[src/design/assert_macros.svh]
// Assertion helpers included by prime_position_reporter.sv.
`ifndef ASSERT_MACROS_SVH
`define ASSERT_MACROS_SVH

`ifndef SYNTHESIS

`define ASSERT_ALWAYS(label, clk, rst, expr) \
  label: assert property (@(posedge clk) disable iff (rst) (expr)) \
    else $error("assertion failed: expression does not hold");

`define ASSERT_NEXT(label, clk, rst, ante, cons) \
  label: assert property (@(posedge clk) disable iff (rst) (ante) |=> (cons)) \
    else $error("assertion failed: consequent missing in next cycle");

`else

`define ASSERT_ALWAYS(label, clk, rst, expr)

`define ASSERT_NEXT(label, clk, rst, ante, cons)

`endif

`endif

[src/design/ppr_pkg.sv]
package ppr_pkg;

  localparam int VAL_W     = 31;   // magnitude bits of a non-negative value
  localparam int IN_W      = 32;
  localparam int DIV_W     = 16;   // trial divisors never exceed 46341
  localparam int SQ_W      = 32;   // square of the trial divisor
  localparam int STEP_W    = 5;    // counts the quotient bits of one division
  localparam int POS_W     = 7;
  localparam int MAX_ITEMS = 128;
  localparam int IDX_W     = (MAX_ITEMS > 1) ? $clog2(MAX_ITEMS) : 1;

  typedef enum logic [1:0] {
    S_IDLE,
    S_CHECK,
    S_DIV,
    S_DONE
  } state_t;

  typedef struct packed {
    logic             start;
    logic [VAL_W-1:0] dividend;
    logic [DIV_W-1:0] divisor;
  } rem_req_t;

  typedef struct packed {
    logic busy;
    logic done;
    logic rem_zero;
  } rem_rsp_t;

endpackage

[src/design/ppr_if.sv]
interface ppr_in_if import ppr_pkg::*; ();
  logic                   valid;
  logic                   ready;
  logic signed [IN_W-1:0] value;
  logic                   last_item;

  modport source (output valid, output value, output last_item, input ready);
  modport sink   (input valid, input value, input last_item, output ready);
endinterface

interface ppr_out_if import ppr_pkg::*; ();
  logic             valid;
  logic             ready;
  logic             found;
  logic [VAL_W-1:0] prime_value;
  logic [POS_W-1:0] position;

  modport source (output valid, output found, output prime_value, output position,
                  input ready);
  modport sink   (input valid, input found, input prime_value, input position,
                  output ready);
endinterface

[src/design/ppr_rem.sv]
module ppr_rem import ppr_pkg::*; (
  input  logic     clk,
  input  logic     rst,
  input  rem_req_t req,
  output rem_rsp_t rsp
);

  logic              busy;
  logic              done;
  logic [STEP_W-1:0] cnt;
  logic [DIV_W-1:0]  rem;
  logic [DIV_W-1:0]  rem_next;
  logic [DIV_W-1:0]  divisor;
  logic [VAL_W-1:0]  shreg;
  logic [DIV_W:0]    trial;

  // Restoring remainder: one dividend bit enters per cycle, most significant first.
  always_comb begin
    trial = {rem, shreg[VAL_W-1]};
    if (trial >= {1'b0, divisor}) begin
      rem_next = DIV_W'(trial - {1'b0, divisor});
    end else begin
      rem_next = DIV_W'(trial);
    end
  end

  always_ff @(posedge clk) begin
    if (rst) begin
      busy <= 1'b0;
      done <= 1'b0;
      cnt  <= '0;
    end else begin
      done <= 1'b0;
      if (req.start) begin
        busy    <= 1'b1;
        cnt     <= '0;
        rem     <= '0;
        divisor <= req.divisor;
        shreg   <= req.dividend;
      end else if (busy) begin
        rem   <= rem_next;
        shreg <= {shreg[VAL_W-2:0], 1'b0};
        cnt   <= cnt + STEP_W'(1);
        if (cnt == STEP_W'(VAL_W - 1)) begin
          busy <= 1'b0;
          done <= 1'b1;
        end
      end
    end
  end

  assign rsp.busy     = busy;
  assign rsp.done     = done;
  assign rsp.rem_zero = (rem == '0);

endmodule

[src/design/prime_position_reporter.sv]
// Tests each incoming value for primality by trial division and reports every prime
// with its zero-based position in the array; an array whose last item arrives with no
// prime seen gives a single report with found low and zero fields. One item is worked
// on at a time and the input is not ready meanwhile. Negative values, zero and one
// finish without any division; otherwise trial divisors are tried in turn from 2 up to
// the integer square root, stopping at the first one that divides the value. Each
// division is done by the remainder unit, which produces one quotient bit per cycle. A
// finished report sits in an output register, so the next item can be accepted while
// it waits to be taken. Positions wrap to zero after 127 within one long array.
`include "assert_macros.svh"

module prime_position_reporter import ppr_pkg::*; (
  input logic       clk,
  input logic       rst,
  ppr_in_if.sink    data,
  ppr_out_if.source result
);

  state_t           state;
  state_t           state_next;
  logic [VAL_W-1:0] n;
  logic             last_r;
  logic             prime_r;
  logic [DIV_W-1:0] d;
  logic [SQ_W-1:0]  sq;
  logic [IDX_W-1:0] idx;
  logic             seen;

  logic             out_valid;
  logic             out_found;
  logic [VAL_W-1:0] out_val;
  logic [POS_W-1:0] out_pos;

  logic             accept;
  logic             below_two;
  logic             want_emit;
  logic             load_out;
  logic             finish;
  rem_req_t         req;
  rem_rsp_t         rsp;

  ppr_rem u_rem (
    .clk (clk),
    .rst (rst),
    .req (req),
    .rsp (rsp)
  );

  assign accept    = data.valid && data.ready;
  assign below_two = data.value[IN_W-1] || (data.value[VAL_W-1:1] == '0);
  assign want_emit = prime_r || (last_r && !seen);

  always_comb begin
    state_next   = state;
    req.start    = 1'b0;
    req.dividend = n;
    req.divisor  = d;
    load_out     = 1'b0;
    finish       = 1'b0;
    data.ready   = 1'b0;
    case (state)
      S_IDLE: begin
        data.ready = 1'b1;
        if (data.valid) begin
          state_next = below_two ? S_DONE : S_CHECK;
        end
      end
      S_CHECK: begin
        if (sq > SQ_W'(n)) begin
          state_next = S_DONE;
        end else begin
          req.start  = 1'b1;
          state_next = S_DIV;
        end
      end
      S_DIV: begin
        if (rsp.done) begin
          state_next = rsp.rem_zero ? S_DONE : S_CHECK;
        end
      end
      S_DONE: begin
        // Hold here only when a report is due and the output slot is full and not being taken.
        if (!want_emit || !out_valid || result.ready) begin
          load_out   = want_emit;
          finish     = 1'b1;
          state_next = S_IDLE;
        end
      end
      default: state_next = S_IDLE;
    endcase
  end

  always_ff @(posedge clk) begin
    if (rst) begin
      state <= S_IDLE;
    end else begin
      state <= state_next;
    end
  end

  always_ff @(posedge clk) begin
    if (rst) begin
      idx     <= '0;
      seen    <= 1'b0;
      prime_r <= 1'b0;
    end else begin
      if (accept) begin
        n       <= data.value[VAL_W-1:0];
        last_r  <= data.last_item;
        prime_r <= 1'b0;
        d       <= DIV_W'(2);
        sq      <= SQ_W'(4);
      end
      if (state == S_CHECK && sq > SQ_W'(n)) begin
        prime_r <= 1'b1;
      end
      if (state == S_DIV && rsp.done && !rsp.rem_zero) begin
        // (d+1)^2 = d^2 + 2d + 1
        d  <= d + DIV_W'(1);
        sq <= sq + SQ_W'({d, 1'b1});
      end
      if (finish) begin
        if (last_r) begin
          idx  <= '0;
          seen <= 1'b0;
        end else begin
          seen <= seen || prime_r;
          if (idx == IDX_W'(MAX_ITEMS - 1)) begin
            idx <= '0;
          end else begin
            idx <= idx + IDX_W'(1);
          end
        end
      end
    end
  end

  always_ff @(posedge clk) begin
    if (rst) begin
      out_valid <= 1'b0;
    end else begin
      if (load_out) begin
        out_valid <= 1'b1;
      end else if (result.ready) begin
        out_valid <= 1'b0;
      end
      if (load_out) begin
        out_found <= prime_r;
        out_val   <= prime_r ? n : '0;
        out_pos   <= prime_r ? POS_W'(idx) : '0;
      end
    end
  end

  assign result.valid       = out_valid;
  assign result.found       = out_found;
  assign result.prime_value = out_val;
  assign result.position    = out_pos;

  `ASSERT_NEXT(a_busy_after_accept, clk, rst, accept, !data.ready)
  `ASSERT_ALWAYS(a_div_only_in_div, clk, rst, !rsp.busy || state == S_DIV)
  `ASSERT_ALWAYS(a_prime_at_least_two, clk, rst,
                 !(result.valid && result.found) || result.prime_value >= VAL_W'(2))
  `ASSERT_ALWAYS(a_none_report_zero, clk, rst,
                 !(result.valid && !result.found) ||
                 (result.prime_value == '0 && result.position == '0))

endmodule
[src/flat_wrapper.sv]
// flat-port wrapper written by rule: the top's interface ports become plain ports
module prime_position_reporter_flat import ppr_pkg::*;
  (clk, rst, data_valid, data_value, data_last_item, data_ready, result_valid, result_found, result_prime_value, result_position, result_ready);
  ppr_in_if data_i ();
  ppr_out_if result_i ();
  input logic clk;
  input logic rst;
  input wire logic [$bits(data_i.valid)-1:0] data_valid;
  input wire logic [$bits(data_i.value)-1:0] data_value;
  input wire logic [$bits(data_i.last_item)-1:0] data_last_item;
  output wire logic [$bits(data_i.ready)-1:0] data_ready;
  output wire logic [$bits(result_i.valid)-1:0] result_valid;
  output wire logic [$bits(result_i.found)-1:0] result_found;
  output wire logic [$bits(result_i.prime_value)-1:0] result_prime_value;
  output wire logic [$bits(result_i.position)-1:0] result_position;
  input wire logic [$bits(result_i.ready)-1:0] result_ready;
  assign data_i.valid = data_valid;
  assign data_i.value = data_value;
  assign data_i.last_item = data_last_item;
  assign data_ready = data_i.ready;
  assign result_valid = result_i.valid;
  assign result_found = result_i.found;
  assign result_prime_value = result_i.prime_value;
  assign result_position = result_i.position;
  assign result_i.ready = result_ready;
  prime_position_reporter u_core (.clk(clk), .rst(rst), .data(data_i), .result(result_i));
endmodule
[config.mk]
export PLATFORM = sky130hd
export DESIGN_NAME = prime_position_reporter_flat
export DESIGN_NICKNAME = d
export VERILOG_FILES = /design/src/design/ppr_pkg.sv /design/src/design/ppr_if.sv /design/src/design/ppr_rem.sv /design/src/design/prime_position_reporter.sv /design/src/flat_wrapper.sv
export VERILOG_INCLUDE_DIRS = /design/src /design/src/design
export SDC_FILE = /design/constraint.sdc
export NUM_CORES = 1
export LEC_CHECK = 0
export BUFFER_PORTS_ARGS = -buffer_cell sky130_fd_sc_hd__buf_4
export CORE_MARGIN = 2
export CORE_UTILIZATION = 28
export DETAILED_ROUTE_END_ITERATION = 10
export PLACE_DENSITY = 0.45
export SYNTH_ARGS = -nofsm -noshare
export SYNTH_HDL_FRONTEND = slang
export SYNTH_SLANG_ARGS = --single-unit
[constraint.sdc]
create_clock -name clk -period 5.66 [get_ports clk]
set_input_delay 0.566 -clock clk [delete_from_list [all_inputs] [get_ports clk]]
set_output_delay 0.566 -clock clk [all_outputs]
set_load 0.05 [all_outputs]
; ---- Word-level counts from Yosys, hierarchy flattened
; Index checks and enable logic that the tools add are counted.
[classes]
reduce_logical = 29
mul = 0
div = 0
order_cmp = 2
eq_ne = 8
mux = 33
n_addsub = 5
n_shift = 0
bitwise = 2
[op_table]
columns = op, n
row1 = $mux 16, 4
row2 = $mux 32, 2
row3 = $mux 31, 2
row4 = $add 32x17->32, 1
row5 = $gt 32x31->1, 1
row6 = $logic_not 30->1, 1
row7 = $ge 17x16->1, 1
row8 = $mux 1, 17
row9 = $add 16x1->16 const B, 1
row10 = $logic_not 16->1, 1
row11 = $sub 16x16->16, 1
row12 = $mux 7, 2
row13 = $mux 2, 5
row14 = $reduce_and 2->1, 5
row15 = $pmux 2 s4, 1
row16 = $reduce_bool 2->1, 4
row17 = $add 7x1->7 const B, 1
row18 = $eq 7x7->1 const B, 1
row19 = $add 5x1->5 const B, 1
row20 = $eq 5x5->1 const B, 1
row21 = $logic_and 1x1->1, 5
row22 = $logic_or 1x1->1, 5
row23 = $eq 2x2->1 const B, 2
row24 = $logic_not 1->1, 4
row25 = other kinds (8), 10
[totals]
ramBits = 0
input_bits = 37
output_inout_bits = 41
mem_count = 0
word_cells = 97
latch_bits = 0
mem_bits_ro = 0
ff_bits = 201

; ---- Depth between registers and ports, before layout
; Gate-level depths: netlist of run 1.
[logic_depth]
word_depth = 9
ltp_mapped = 12
ltp_nobuf = 10

; ---- Cells and area by module
; Synthesis of run 1 repeated with hierarchy kept, for this count alone.
[hier_totals]
cells_unflattened = 938
area_unflattened_um2 = 10747.8
[modules_own_cells]
columns = mod, n_inst, seq_area_each_um2, cells_per_inst, area_per_inst_um2
row1 = prime_position_reporter, 1, 3813.7, 627, 6932.9
row2 = ppr_rem, 1, 2031.9, 311, 3814.9

; ---- Worst setup path before layout of run 1
; OpenSTA, ideal clock, no wires.
[synth_path]
kind = input to register
from = input port rst
to = register u_core.d[0], enable pin
cell_stages = 3
setup_time_ps = 464
setup_slack_ps = -483
n_path_buf = 1
required_time_ps = 5196
t_arrival_ps = 5679
cell_sequence = clkbuf_1 nor4b_1 o21bai_1
[synth_between]
elab_chain_cells = 2
[synth_lines]
columns = element, line
row1 = "start, declared", flat_wrapper.sv:7  ; input logic rst;
row2 = $not 1->1 (no source line), --
row3 = $reduce_and 2->1 (no source line), --
row4 = "end signal, assigned", prime_position_reporter.sv:119  ; d <= d + DIV_W'(1);
row5 = "end, declared", prime_position_reporter.sv:24  ; logic [DIV_W-1:0] d;
; No other way between the ends.
; A chain may end at the register's enable or synchronous reset.

; ---- Final worst setup path of run 1
[layout_path]
from = register u_core.sq[27]
to = register u_core.u_rem.divisor[12], enable pin
[layout_between]
elab_chain_cells = 4
[layout_lines]
columns = element, line
row1 = "start, declared", prime_position_reporter.sv:25  ; logic [SQ_W-1:0] sq;
row2 = "start signal, assigned", prime_position_reporter.sv:120  ; sq <= sq + SQ_W'({d, 1'b1});
row3 = $gt 32x31->1, prime_position_reporter.sv:69  ; if (sq > SQ_W'(n)) begin
row4 = $mux 1, prime_position_reporter.sv:69
row5 = $mux 1, prime_position_reporter.sv:61  ; case (state)
row6 = $reduce_and 2->1 (no source line), --
row7 = "end signal, assigned", ppr_rem.sv:38  ; divisor <= req.divisor;
row8 = "end, declared", ppr_rem.sv:13  ; logic [DIV_W-1:0] divisor;
; No other way between the ends.

==> flow_summary.ini, run 1 <==
[outcome]
outcome = complete, no violations

[route]
post-route-drc-count = 0
wl_um = 25700
drt_first_pass_iters = 7
via_per_inst = 4.81
drtIter0Drc = 527
drtAntennaViolNets = 0
via_count = 7138
routedWlPerCell_um = 17.3

[clock_network]
clock_latency_ps = 510
root_buffer = clkbuf_16
h-tree-depth = 1
clock_path_buffers = 3
clkTransAtPathRegs_ps = 60
post_cts_resized = 0
cts_sinks = 201
post_cts_buffers = 0
tritoncts = done
numCtsBuffers = 25
postCtsHoldBufs = 0

[floorplanning]
num_rows = 70
die_x_um = 197
core_area_um2 = 36700
io_pins = 78
die_h_um = 197
floorplan.initialDensity_pct = 28.5
die_area_um2 = 38900

[global_route]
grt_first_pass_wirelength_um = 39900
grt_max_degree = 56
overflow = 0
antenna_found_initial = 0
grt_pass1_vias = 6911
grtUsageTotal_pct = 13.1

[timing]
slew_viol_final = 0
worst_slew_pin_slew_ps = 1130
hold_violations = 0
layout_min_cycle_time_ps = 3900
period_share_pct = 68.9
worst_hold_slack_ps = 229
setup_tns_ps = 0
clock_skew_ps = 8.78
fmax_ghz = 0.256
rsz0062_at_grt = false
timing.slew.headroom_pct = 24.2
setup_viol = 0

[critical_path]
cp_cell_sequence = ha_1 -> a2111oi_0 -> o21ai_1 -> a311oi_1 -> o21ai_1 -> and2_1 -> nor4b_4 -> buf_4 -> nor2b_1 -> buf_4
arrival_ps = 4110
crit_type = reg2reg
rrSetupSlack_ps = 1760
reg2regPathDepth = 10
cpLargestDelayFamily = compound AO/OA/AOI/OAI gates
worstReg2RegEnd = u_core.u_rem.divisor[12]$_DFFE_PP_
crit_path_end_kind = register
crit_fanout = 55
crit_required_ps = 5870
crit_path_top_delay_cell = buf_4
cpPeakStageDelay_ps = 630
crit_buf_inv = 2
r2r-start = u_core.sq[27]$_SDFFCE_PN0P_
worst-path-stages = 10
startpoint_type = register

[place]
place_area_um2 = 11600
gp_congestion = 0.795
port_buffers = 77
dpl.hpwl_um = 18400

[pwr]
powerDensity_nw_per_um2 = 289
totalPowerFinal_uw = 3570
p_leak_uw = 0.00469
irDropWorstVdd_mv = 0.172

[logic_synthesis]
yosys-top-cells-count = edfxtp_1 (182), nor2_1 (98), inv_1 (72)
synth_area_um2 = 10500
synth_ff_type = edfxtp_1
ys_seq_area_share_pct = 55.9
synth-seq-cells = 201
synth_most_common_cell = edfxtp_1
synth_top_area_share_pct = 52.3
synthDistinctLibCells = 61
netlist_instances = 914
ys_async_sr_fraction_pct = 0
yosysWarnings = 0
synth_area_leaders = edfxtp_1 (52%), ha_1 (8.0%), dfxtp_1 (3.6%)
syn_avg_cell_area_um2 = 11.4
synth_nets = 1020
synth-edff-count = 182
synth_top_cell_by_area = edfxtp_1

[layout]
ff_latch_area_um2 = 5850
drive_above_1_share_pct = 12.9
antennaDiodeCount = 0
syn_to_final_growth_pct = 18.2
fin_area_um2 = 12400
nets = 1105
fill_cells = 3691
post-route-util_pct = 33.7
multi_input_area_um2 = 4220

[run]
maxCapViolCount = 0

[min_path]
whs_path_depth = 1
worstHoldEndpoint = u_core.last_r$_DFFE_PP_
hold_class = in2reg
min_from = data_last_item
-- logic make-up after synthesis --
family / count (synthesis) / share of synthesized area (%)
multiplexers: 32 / 3.42
AND/OR/NAND/NOR: 290 / 13.8
buffers and inverters: 100 / 4.08
adder cells (fa/ha/maj): 69 / 8.40
flip-flops: 201 / 55.9
XOR/XNOR: 37 / 3.10
AO/OA/AOI/OAI: 185 / 11.3
-- metal layers --
layer,routed length (um),GRT usage (%)
met5,0,0
met2,11100,20.1
met3,915,1.91
met1,13200,19.4
met4,516,3.17
-- final cells by class --
type	instances	share of cell area [%]
clock buffer	34	5.76
clock inverter	9	0.608
inverter	72	2.19
multi-input combinational	613	34.2
sequential	201	47.3
tap	468	4.74
timing repair buffer	86	5.23
-- state kept, by name, indices dropped and copies added (netlist names), 2 cells and up --
signal,flops
u_core.result.position,7
u_core.u_rem.divisor,16
u_core.state,2
u_core.u_rem.cnt,5
u_core.u_rem.rem,16
u_core.d,16
u_core.u_rem.shreg,31
u_core.result.prime_value,31
u_core.n,31
u_core.idx,7
u_core.sq,32
-- worst max path at each step --
| stage | slack, ps | startpoint | to |
|---|---|---|---|
| finish | 1760 | u_core.sq[27]$_SDFFCE_PN0P_ | u_core.u_rem.divisor[12]$_DFFE_PP_ |
| global route | 1470 | u_core.n[27]$_DFFE_PP_ | u_core.u_rem.divisor[15]$_DFFE_PP_ |
| CTS | 1700 | u_core.sq[27]$_SDFFCE_PN0P_ | u_core.u_rem.divisor[12]$_DFFE_PP_ |
| detailed placement | 1710 | u_core.sq[27]$_SDFFCE_PN0P_ | u_core.u_rem.divisor[12]$_DFFE_PP_ |
| global placement | 1930 | u_core.sq[27]$_SDFFCE_PN0P_ | u_core.u_rem.divisor[12]$_DFFE_PP_ |
| floorplan | 1100 | result_ready | u_core.result.found$_DFFE_PP_ |
-- where the power goes --
part           internal (uW)  leakage, uW  switching, uW
sequential              1670      0.00185           41.4
combinational            125      0.00245            196
clock                    924     0.000390            613
-- cells in the final DEF (no fill, tap or decap), types with 17 or more instances in the layout --
master,instances
a21oi_1,58
buf_4,86
clkbuf_16,27
dfxtp_1,19
edfxtp_1,182
ha_1,67
inv_1,72
mux2_1,30
nand2_1,46
nand3_1,22
nand4_1,18
nor2_1,98
nor3_1,18
o21ai_0,35
or3_1,18
xnor2_1,20
xor2_1,17
-- through the flow --
stage	worst slack, ps	std cells
after floorplan	1100	914
after global placement	1930	1440
after detailed placement	1710	1440
after CTS	1700	1483
after global routing	1470	1483
final	1760	1483
Note: power is estimated with default switching activity, not from simulation.
==> run 2: changes to the inputs <==
PLACE_DENSITY = 0.43   (was 0.45)
clock period = 3.9 ns   (was 5.66 ns; I/O delays follow)
==> run 2 against run 1 <==
Combinational power grew 47%. Clock-buffer cell count shrank 2. Largest power group unchanged. Flip-flop and latch count is the same. Sequential power grew 46%. Highest routed layer unchanged. Largest cell class unchanged. First-iteration DRC count shrank 17%. Clock power grew 45%. Non-clock buffer count grew 9. Critical path depth is the same. Final cell count grew 0.67%. Worst setup slack lost 1200 ps.
==> flow_summary.ini, run 2 (synthesis gave the netlist of run 1 again) <==
[route]
via_per_inst = 4.81
post-route-drc-count = 0
via_count = 7181
wl_um = 26600
drtIter0Drc = 436
drt_first_pass_iters = 7
routedWlPerCell_um = 17.8
drtAntennaViolNets = 0

[critical_path]
arrival_ps = 3500
crit_fanout = 17
crit_required_ps = 4100
r2r-start = u_core.sq[27]$_SDFFCE_PN0P_
startpoint_type = register
crit_type = reg2reg
crit_path_end_kind = register
cp-startpoint = u_core.sq[27]$_SDFFCE_PN0P_

[floorplanning]
io_pins = 78
floorplan.initialDensity_pct = 28.5
die_x_um = 197
die_area_um2 = 38900
core_area_um2 = 36700
die_h_um = 197
num_rows = 70

[pwr]
powerDensity_nw_per_um2 = 418
p_seq_share_pct = 47.9
p_leak_uw = 0.00473
combPwrFrac_pct = 9.1
p_int_uw = 3950
p_clk_share_pct = 43.0
p_sw_share_pct = 23.9
power.switching_uw = 1240
irDropWorstVdd_mv = 0.270
totalPowerFinal_uw = 5200

[run]
maxCapViolCount = 0

[clock_network]
clock_latency_ps = 510
clkTransAtPathRegs_ps = 60
tritoncts = done
post_cts_buffers = 0
numCtsBuffers = 24
clock_path_buffers = 3
postCtsHoldBufs = 0
cts_sinks = 201
root_buffer = clkbuf_16
h-tree-depth = 1
post_cts_resized = 0

[timing]
rsz0062_at_grt = false
slew_viol_final = 0
fmax_ghz = 0.303
setup_viol = 0
worst_slew_pin_slew_ps = 1170
layout_min_cycle_time_ps = 3300
hold_violations = 0
worst_hold_slack_ps = 60.6
period_share_pct = 84.7
timing.slew.headroom_pct = 21.8
clock_skew_ps = 8.00
setup_tns_ps = 0

[min_path]
min_from = data_last_item
hold_class = in2reg

[place]
gp_congestion = 0.773
dpl.hpwl_um = 19500
port_buffers = 77

[layout]
largest_reg_flops = 32
layout_common_cells = edfxtp_1 (182), nor2_1 (98), buf_4 (95)
antennaDiodeCount = 0
largest_register = u_core.sq
fill_cells = 3701
drive_above_1_share_pct = 13.9
layout.cells.most_common = edfxtp_1
nets = 1113
syn_to_final_growth_pct = 18.9

[global_route]
grt_pass1_vias = 7173
grt_first_pass_wirelength_um = 41500
grtUsageTotal_pct = 13.7
antenna_found_initial = 0
grt_max_degree = 47
overflow = 0

[outcome]
outcome = complete, no violations
-- run 2: critical path, stage by stage, from the launching register on --
cell and delay, ps:
edfxtp_1 420, ha_1 350, a2111oi_0 380, o21ai_1 120
a311oi_1 310, o21ai_1 110, and2_1 200, nor4b_4 380
buf_4 310, nor2b_1 160, buf_4 240
-- run 2: layout make-up --
class / instances / area [um2] / share of cell area, %
sequential: 201 / 5850 / 47.0
tap: 468 / 586 / 4.71
clock buffer: 32 / 672 / 5.41
inverter: 72 / 270 / 2.17
clock inverter: 12 / 115 / 0.926
timing repair buffer: 95 / 713 / 5.74
multi-input combinational: 613 / 4230 / 34.0
-- run 2: per-stage QoR --
step | utilization, % | cell area (um2) | setup slack, ps | std cells
floorplan | - | 10500 | 25.2 | 914
global placement | 31.7 | 11600 | 618 | 1449
detailed placement | 31.7 | 11600 | 556 | 1449
CTS | 33.9 | 12400 | 553 | 1493
global route | 33.9 | 12400 | 253 | 1493
finish | 33.9 | 12400 | 597 | 1493
-- run 2: metal layers --
metal	track usage (%)	part of all wire [%]
met4	4.04	2.4
met2	21.8	44
met3	1.60	2.9
met5	0	0
met1	19.5	50
-- run 2: worst paths after layout --
check	slack [ps]	depth (start not counted)	to
worst max register to register	600	10	u_core.u_rem.divisor[2]$_DFFE_PP_
worst max-delay path	600	10	u_core.u_rem.divisor[2]$_DFFE_PP_
worst min-delay path	60	1	u_core.last_r$_DFFE_PP_
worst min register to register	480	2	u_core.seen$_SDFFE_PP0P_
-- run 2: power groups by stage --
stage | Combinational, uW | Clock [uW] | Sequential, uW
2_1_floorplan | 322 | 0 | 2510
3_3_place_gp | 475 | 0 | 2530
6_report | 471 | 2240 | 2490
3_5_place_dp | 476 | 0 | 2530
5_1_grt | 531 | 2390 | 2500
4_1_cts | 479 | 2320 | 2490
==> run 3: changes to the inputs <==
clock period = 3.1 ns   (was 3.9 ns; I/O delays follow)
==> run 3 against run 2 <==
Total power up 25%. Clock power up 18%. Flip-flop and latch count unchanged. Die area unchanged. Register-to-register slack worse by 490 ps. Maximum frequency up 10%. Global-route usage up 0.37 points. First-iteration DRC count up 2.8%. Critical endpoint is now u_core.u_rem.rem[15]$_SDFFCE_PP0P_. Largest cell class unchanged. Largest power group unchanged.
==> flow_summary.ini, run 3 (synthesis gave the netlist of run 1 again) <==
[outcome]
outcome = complete, no violations

[place]
gp_congestion = 0.782
place_area_um2 = 12000
port_buffers = 77
dpl.hpwl_um = 19300

[pwr]
p_clk_share_pct = 41.0
power.switching_uw = 1580
irDropWorstVdd_mv = 0.363
combPwrFrac_pct = 10.8
powerDensity_nw_per_um2 = 491
p_int_uw = 4900
p_leak_uw = 0.00506
p_sw_share_pct = 24.4
p_seq_share_pct = 48.2

[route]
via_count = 7442
post-route-drc-count = 0
drtIter0Drc = 448
drt_first_pass_iters = 5
via_per_inst = 4.77
routedWlPerCell_um = 17.6
drtAntennaViolNets = 0
wl_um = 27400

[critical_path]
crit_top_cell = buf_12
cp_cell_sequence = ha_1 -> a21oi_2 -> o21ai_0 -> a211oi_2 -> buf_4 -> o21ai_1 -> and2_4 -> nor4b_4 -> buf_4 -> buf_12 -> o21ba_4 -> buf_12 -> buf_12
cpPeakStageDelay_ps = 390
crit_required_ps = 3320
crit_path_top_delay_cell = edfxtp_1
crit_fanout = 12
arrival_ps = 3210
crit_type = reg2reg
crit_path_end_kind = register
startpoint_type = register

[timing]
setup_viol = 0
fmax_ghz = 0.335
layout_min_cycle_time_ps = 2990
slew_viol_final = 0
hold_violations = 0
setup_tns_ps = 0
period_share_pct = 96.4
worst_slew_pin_slew_ps = 751
timing.slew.headroom_pct = 49.5
clock_skew_ps = 26.1

[layout]
syn_to_final_growth_pct = 26.2
layout_common_cells = edfxtp_1 (182), buf_4 (113), nor2_1 (98)
drive_above_1_share_pct = 16.5
largest_reg_flops = 32
largest_register = u_core.sq
antennaDiodeCount = 0
nets = 1180
layout.cells.most_common = edfxtp_1
fin_area_um2 = 13200
fill_cells = 3648

[clock_network]
cts_sinks = 201
h-tree-depth = 1
clkTransAtPathRegs_ps = 60
clock_path_buffers = 3
clock_latency_ps = 530
root_buffer = clkbuf_16
tritoncts = done
numCtsBuffers = 25

[global_route]
overflow = 0
grt_first_pass_wirelength_um = 42500
grt_max_degree = 48
grt_pass1_vias = 7469
antenna_found_initial = 0
grtUsageTotal_pct = 14.1

[min_path]
hold_class = in2reg

[run]
maxCapViolCount = 0

[floorplanning]
die_x_um = 197
core_area_um2 = 36700
floorplan.initialDensity_pct = 28.5
die_h_um = 197
die_area_um2 = 38900
io_pins = 78
num_rows = 70
-- run 3: worst max-delay path: cells and delay by family (launching register included) --
family	cells	cell delay, ps
buffers and inverters	5	750
AO/OA/AOI/OAI	5	730
AND/OR/NAND/NOR	2	440
adder cells (fa/ha/maj)	1	350
flip-flops	1	390
-- run 3: power by group through the flow --
stage	Sequential [uW]	Combinational, uW	Clock [uW]
finish	3120	702	2650
global route	3130	783	2830
CTS	3120	678	2730
detailed placement	3180	641	0
global placement	3180	642	0
floorplan	3160	410	0
-- run 3: timing repair --
action / 4_1_cts / 5_1_grt
pin swaps: 1 / 4
gates resized for setup: 0 / 10
hold endpoints to repair: 32 / 0
setup endpoints to repair: 40 / 91
buffers inserted: 0 / 7
hold buffers: 32 / 0
gates cloned: 0 / 4
-- run 3: per-layer routing --
metal	vias to the layer above	global-route usage, %	wire (um)
li1	3712	-	-
met1	3584	20.6	13900
met5	-	0	0
met3	37	1.69	725
met2	109	21.6	12100
met4	0	4.26	699
-- run 3: final cells by class --
| type | instances | area (um2) | share of cell area [%] |
|---|---|---|---|
| Inverter | 72 | 270 | 2.05 |
| Multi-Input combinational cell | 613 | 4280 | 32.5 |
| Clock inverter | 6 | 30.0 | 0.228 |
| Clock buffer | 38 | 694 | 5.27 |
| Timing Repair Buffer | 161 | 1480 | 11.2 |
| Tap cell | 468 | 586 | 4.44 |
| Sequential cell | 201 | 5850 | 44.3 |
-- run 3: path summary, 6_finish.rpt --
check                                            end                        start  depth (start not counted)  slack, ps
setup / recovery  u_core.u_rem.rem[15]$_SDFFCE_PP0P_  u_core.sq[23]$_SDFFCE_PN0P_                         13        110
hold / removal          u_core.state[0]$_SDFFE_PP0P_                   data_valid                          3        150
setup reg to reg  u_core.u_rem.rem[15]$_SDFFCE_PP0P_  u_core.sq[23]$_SDFFCE_PN0P_                         13        110
hold reg to reg             u_core.seen$_SDFFE_PP0P_     u_core.seen$_SDFFE_PP0P_                          2        480
-- run 3: metrics by stage --
stage	total power, uW	std cells	setup WS [ps]	utilization, %	hold slack (ps)
after floorplan	3570	914	6.05	-	409
final	6480	1559	111	35.9	146
after detailed placement	3820	1472	-4.11	32.6	463
after global routing	6740	1559	-19.2	35.9	148
after CTS	6530	1548	23.3	35.4	123
after global placement	3820	1472	56.2	32.6	457
